--- src/rtl/mncp_pkg.sv ---
// ----------------------------------------------------------------------------
// mncp_pkg: shared definitions of the MIDI note and control change parser
// Message type codes, event kind codes and the field widths of both channels.
// ----------------------------------------------------------------------------
`default_nettype none

package mncp_pkg;

  // Field widths of the byte channel and the event channel.
  localparam int unsigned ByteW  = 8;
  localparam int unsigned DataW  = 7;
  localparam int unsigned ChanW  = 4;
  localparam int unsigned TypeW  = 3;
  localparam int unsigned KindW  = 2;
  localparam int unsigned LevelW = 12;

  // Message types taken from bits 6:4 of a status byte.
  localparam logic [TypeW-1:0] TYPE_NOTE_OFF = 3'd0;
  localparam logic [TypeW-1:0] TYPE_NOTE_ON  = 3'd1;
  localparam logic [TypeW-1:0] TYPE_CTRL_CHG = 3'd3;

  // Event kinds reported on the event channel.
  typedef enum logic [KindW-1:0] {
    KIND_NOTE_OFF = 2'd0,
    KIND_NOTE_ON  = 2'd1,
    KIND_CTRL_CHG = 2'd2
  } event_kind_e;

endpackage

`default_nettype wire

--- src/rtl/mncp_cv_scale.sv ---
// ----------------------------------------------------------------------------
// mncp_cv_scale: controller value to 12-bit level
// Computes value * 4095 / 127, truncated, without a divider.
// ----------------------------------------------------------------------------
`default_nettype none

module mncp_cv_scale
  import mncp_pkg::*;
(
  input  wire logic [DataW-1:0]  value_i,
  output      logic [LevelW-1:0] level_o
);

  // 4095 = 32 * 127 + 31, so the level is 32 * v + floor(31 * v / 127).
  logic [11:0] rem_num;
  logic [18:0] recip_prod;
  logic [4:0]  quot_est;
  logic [12:0] remainder;
  logic [4:0]  quot;

  // 31 * v is at most 3937.
  assign rem_num = {value_i, 5'b0} - {5'b0, value_i};

  // 129 / 16384 sits just below 1 / 127, so the estimate is low by at most one.
  assign recip_prod = {rem_num, 7'b0} + {7'b0, rem_num};
  assign quot_est   = recip_prod[18:14];

  // One compare fixes the estimate.
  assign remainder = {1'b0, rem_num} - {1'b0, quot_est, 7'b0} + {8'b0, quot_est};
  assign quot      = (remainder >= 13'd127) ? quot_est + 5'd1 : quot_est;

  assign level_o = {value_i, 5'b0} + {7'b0, quot};

endmodule

`default_nettype wire

--- config.mk ---
export PLATFORM = sky130hd
export DESIGN_NAME = mncp_cv_scale
export DESIGN_NICKNAME = d
export VERILOG_FILES = /design/src/rtl/mncp_pkg.sv /design/src/rtl/mncp_cv_scale.sv
export SDC_FILE = /design/constraint.sdc
export NUM_CORES = 1
export LEC_CHECK = 0
export BUFFER_PORTS_ARGS = -buffer_cell sky130_fd_sc_hd__buf_2
export CELL_PAD_IN_SITES_DETAIL_PLACEMENT = 2
export CELL_PAD_IN_SITES_GLOBAL_PLACEMENT = 2
export CORE_ASPECT_RATIO = 2
export CORE_UTILIZATION = 35
export DETAILED_ROUTE_END_ITERATION = 7
export GPL_ROUTABILITY_DRIVEN = 0
export PLACE_DENSITY_LB_ADDON = 0.1
export SLEW_MARGIN = 15
export SYNTH_ARGS = -nofsm -noshare
export SYNTH_HDL_FRONTEND = slang
export SYNTH_SLANG_ARGS = --single-unit
--- constraint.sdc ---
create_clock -name vclk -period 23
set_input_delay 4.6 -clock vclk [all_inputs]
set_output_delay 4.6 -clock vclk [all_outputs]
set_load 0.01 [all_outputs]
==> results of run 1 <==
==> stage by stage <==
| stage | setup WS, ns | power (mW) | hold WS (ns) |
|---|---|---|---|
| CTS | 7.89 | 0.0659 | 9.40 |
| global placement | 8.17 | 0.0621 | 9.40 |
| detailed placement | 7.91 | 0.0656 | 9.40 |
| finish | 7.96 | 0.0651 | 9.40 |
| global route | 7.58 | 0.0724 | 9.42 |
| floorplan | 8.93 | 0.0486 | 9.29 |
==> critical path: cells and delay by family <==
| kind | cells | cell delay (ns) |
|---|---|---|
| AO/OA/AOI/OAI | 5 | 1.30 |
| XOR/XNOR | 3 | 0.70 |
| adder cells (fa/ha/maj) | 4 | 1.47 |
| buffers and inverters | 3 | 0.32 |
| AND/OR/NAND/NOR | 11 | 2.06 |
==> power groups by stage <==
stage          Clock (mW)  Combinational, mW  Sequential, mW
6_report                0             0.0651               0
3_5_place_dp            0             0.0656               0
3_3_place_gp            0             0.0621               0
4_1_cts                 0             0.0659               0
2_1_floorplan           0             0.0486               0
5_1_grt                 0             0.0724               0
==> synth_stat cells (all sizes together), types with 2 or more instances <==
library cell	instances
nand3	6
nand4	4
a221oi	2
a21o	2
ha	27
nor4	2
nor2	14
xnor2	13
a21oi	8
nor2b	4
a31oi	2
buf	9
a211oi	2
nand2b	3
or2	3
nand2	19
xor2	8
nor3b	3
nor3	5
inv	24
o21ai	11
==> kinds of logic (layout without fill, tap and decap cells) <==
family	Yosys count	count (layout)	share of synthesized area
AOI/OAI and AO/OA	37	37	0.199
and+or+nand+nor	69	69	0.274
buffers and inverters	34	43	0.124
muxes	1	1	0.00824
adders and majority gates	27	27	0.247
xor gates and xnor gates	21	21	0.148
==> per-layer routing <==
layer / vias to the layer above / part of all wire
met2: 24 / 0.64
met3: 12 / 0.013
met4: 0 / 0.041
met5: - / 0
met1: 664 / 0.30
li1: 675 / -
==> path summary, 6_finish.rpt <==
kind,to,slack (ns),cells past startpoint
setup / recovery,level_o[4],7.96,26
hold / removal,level_o[10],9.40,2
==> cell type report <==
| class | instances | share of cell area |
|---|---|---|
| multi-input cells | 155 | 0.829 |
| repair buffers | 19 | 0.0659 |
| inverters | 24 | 0.0624 |
| well taps | 49 | 0.0425 |
==> placed cells by master, fill, tap and decap left out, types with 2 or more instances in the layout <==
cell      instances
nor3_1            5
buf_2            19
nor2b_1           4
nand2_1          19
xor2_1            7
nand2b_1          3
inv_1            24
o21ai_0          11
a221oi_1          2
ha_1             27
nor4_1            2
nand3_1           6
a211oi_1          2
xnor2_1          13
or2_2             3
nor2_1           14
a21o_1            2
a21oi_1           8
nor3b_2           2
nand4_1           3
==> impl_metrics.env, run 1 <==
export IMPL_n_clock_buffer=0
export IMPL_synth_yosys_warnings=0
export IMPL_antenna_found_initial=0
export IMPL_fin_crit_ns=15.04
export IMPL_placed_area_um2=1440
export IMPL_pin_count=19
export IMPL_dp_hpwl_mm=4.07
export IMPL_layout_cells_non_filler=247
export IMPL_seq_area_frac_synth=0
export IMPL_slew_violations=0
export IMPL_powerDensity_nw_per_um2=45.1
export IMPL_switchingPower_mw=0.0390
export IMPL_numPortBuffers=19
export IMPL_fp_dieH_um=90.4
export IMPL_setup_violations=0
export IMPL_grt_pass1_vias=1543
export IMPL_synth_area_um2=1370
export IMPL_fin_crit_sh=0.654
export IMPL_gr_usage_met3=0.0120
export IMPL_syn_nets=223
export IMPL_synth_area_leaders="ha_1, xnor2_1, inv_1"
export IMPL_critPathLaunchType="input pin"
export IMPL_cpPeakStageDelay_ns=0.50
export IMPL_p_clk_frac=0
export IMPL_p_int_mw=0.0261
export IMPL_startpoint="value_i[6]"
export IMPL_crit_type="in -> out"
export IMPL_multi_input_area_um2=1200
export IMPL_vias=1375
export IMPL_groute_layer_met1_usage=0.178
export IMPL_hold_class="in -> out"
export IMPL_slew_headroom=0.550
export IMPL_viasPerCell=5.57
export IMPL_drive_gt1_frac=0.157
export IMPL_endpoint_kind="primary output"
export IMPL_required_ns=18.40
export IMPL_grtUsageTotal=0.225
export IMPL_pwr_share_seq=0
export IMPL_grt_max_degree=10
export IMPL_utilization=0.392
export IMPL_fmax_mhz=66.5
export IMPL_n_antenna_cell=0
export IMPL_drc=0
export IMPL_final_hold_viol_count=0
export IMPL_holdCritStartpoint="value_i[5]"
export IMPL_netlist_top_cell_by_area="ha_1"
export IMPL_finalSetupTns_ns=0
export IMPL_wire_per_inst_um=17.8
export IMPL_die_w_um=46.2
export IMPL_core_um2=3680
export IMPL_combPwrFrac=1.000
export IMPL_drv_cap=0
export IMPL_ctsHoldBuffers=0
export IMPL_worstPathArrival_ns=10.44
export IMPL_use_met2=0.486
export IMPL_tightestPinTransition_ns=0.658
export IMPL_routed_wl_mm=4.39
export IMPL_gr_max_usage_layer="met2"
export IMPL_fill_cells=469
export IMPL_status="finished, final reports clean"
export IMPL_synth_top_cell_area_share=0.247
export IMPL_drtAntennaViolNets=0
export IMPL_rsz0062_at_grt="false"
export IMPL_leakage_nw=0.696
export IMPL_drt_pass1_iter_count=4
export IMPL_crit_top_cell="ha_1"
export IMPL_p_sw_frac=0.599
export IMPL_worstPathMaxFanout=7
export IMPL_place_inst=247
export IMPL_seq_cells=0
export IMPL_die_area_um2=4170
export IMPL_design_area_um2=1440
export IMPL_ctsResizeCount=0
export IMPL_ir_worst_vdd_uv=14.5
export IMPL_row_count=31
export IMPL_ys_types=44
export IMPL_start_util=0.371
export IMPL_cts_setup_buffers=0
export IMPL_postSynthCellCount=189
export IMPL_slowest_stage="nor4_1"
export IMPL_overflow=0
export IMPL_area_delta_synth_final_pct=5.68
export IMPL_drtIter0Drc=8
export IMPL_synth_avg_cell_area_um2=7.23
export IMPL_fin_nets=234
export IMPL_grt_pass1_wl_mm=7.06
export IMPL_regArea_um2=0
Power figures use the tool's default switching activity.
==> run 2, diff against run 1 <==
CORE_UTILIZATION = 32   (was 35)
clock period = 13 ns   (was 23 ns; I/O delays follow)
==> impl_metrics.env, run 2 (same netlist as run 1, synthesis figures left out) <==
export IMPL_status="finished, final reports clean"
export IMPL_routed_wl_mm=4.37
export IMPL_fmax_mhz=89.9
export IMPL_grt_max_degree=10
export IMPL_viasPerCell=5.31
export IMPL_start_util=0.334
export IMPL_drt_pass1_iter_count=4
export IMPL_slew_headroom=0.549
export IMPL_grt_pass1_vias=1398
export IMPL_drv_cap=0
export IMPL_dp_hpwl_mm=4.00
export IMPL_final_common_cell="ha_1"
export IMPL_slew_violations=0
export IMPL_fin_crit_sh=0.856
export IMPL_leakage_nw=0.696
export IMPL_setup_violations=0
export IMPL_row_count=33
export IMPL_top_layer="met3"
export IMPL_crit_type="in -> out"
export IMPL_rsz0062_at_grt="false"
export IMPL_pin_count=19
export IMPL_die_area_um2=4550
export IMPL_mostFrequentLayoutCells="ha_1, inv_1, nand2_1, buf_2, nor2_1"
export IMPL_routedLengthMet1_mm=1.47
export IMPL_layout_cells_non_filler=250
export IMPL_n_clock_buffer=0
export IMPL_ctsResizeCount=0
export IMPL_tightestPinTransition_ns=0.671
export IMPL_fin_nets=234
export IMPL_antenna_found_initial=0
export IMPL_drtAntennaViolNets=0
export IMPL_hold_class="in -> out"
export IMPL_ctsHoldBuffers=0
export IMPL_multi_input_area_um2=1200
export IMPL_fin_crit_ns=11.13
export IMPL_vias=1327
export IMPL_dr_wl_met3_um=12
export IMPL_drc=0
export IMPL_overflow=0
export IMPL_worstPathMaxFanout=8
export IMPL_grtUsageTotal=0.206
export IMPL_area_delta_synth_final_pct=5.95
export IMPL_numPortBuffers=19
export IMPL_required_ns=10.40
export IMPL_regArea_um2=0
export IMPL_n_antenna_cell=0
export IMPL_fill_cells=518
export IMPL_grt_pass1_wl_mm=6.78
export IMPL_fp_dieH_um=94.4
export IMPL_wire_per_inst_um=17.5
export IMPL_critPathLaunchType="input pin"
export IMPL_die_w_um=48.2
export IMPL_ir_worst_vdd_uv=23.6
export IMPL_drtIter0Drc=8
export IMPL_worstPathArrival_ns=8.53
export IMPL_drive_gt1_frac=0.157
export IMPL_core_um2=4090
export IMPL_endpoint_kind="primary output"
export IMPL_seq_cells=0
export IMPL_routed_wl_met2_mm=2.89
export IMPL_finalSetupTns_ns=0
export IMPL_powerDensity_nw_per_um2=78.9
export IMPL_cts_setup_buffers=0
export IMPL_final_hold_viol_count=0
export IMPL_place_inst=250
==> run 2: worst max-delay path, stage by stage <==
cell,delay [ns]
buf_2,0.11
inv_1,0.08
ha_1,0.39
a211o_1,0.32
a311oi_2,0.36
nand2_1,0.13
xnor2_1,0.29
ha_1,0.31
a21oi_1,0.23
nand2_1,0.09
o32ai_2,0.28
a31oi_4,0.07
nand2_1,0.08
nor3_1,0.06
and3_1,0.17
ha_1,0.30
inv_1,0.09
xnor2_1,0.14
ha_1,0.42
xor2_1,0.20
o21ai_0,0.18
o2111ai_1,0.15
a41oi_1,0.27
nor4b_1,0.30
nand4_1,0.34
nor3b_2,0.28
xor2_1,0.14
buf_2,0.14
==> run 2: final timing paths <==
path	end	start	slack [ns]	cells after the start
max	level_o[4]	value_i[6]	1.87	28
min	level_o[10]	value_i[5]	5.40	2
==> run 2: area by class of cell <==
type,count,share of cell area
multi-input combinational,155,0.827
timing repair buffer,19,0.0657
inverter,24,0.0622
tap,52,0.0449
==> run 2: through the flow <==
stage / utilization / total power, mW / setup WS, ns / cell area (µm²) / hold WS [ns]
6_report: 0.354 / 0.114 / 1.87 / 1450 / 5.40
3_3_place_gp: 0.354 / 0.110 / 2.13 / 1450 / 5.40
2_1_floorplan: - / 0.0860 / 2.93 / 1370 / 5.29
3_5_place_dp: 0.354 / 0.116 / 1.85 / 1450 / 5.41
5_1_grt: 0.354 / 0.128 / 1.51 / 1450 / 5.42
4_1_cts: 0.354 / 0.117 / 1.84 / 1450 / 5.41
==> run 2: power by group <==
part | internal [mW] | switching (mW)
clock | 0 | 0
sequential | 0 | 0
combinational | 0.0462 | 0.0679
total | 0.0462 | 0.0679
==> run 2: metal layers <==
metal	up-vias	track usage
met1	644	0.190
met3	0	0
met5	-	0
met4	0	0
li1	675	-
met2	8	0.457
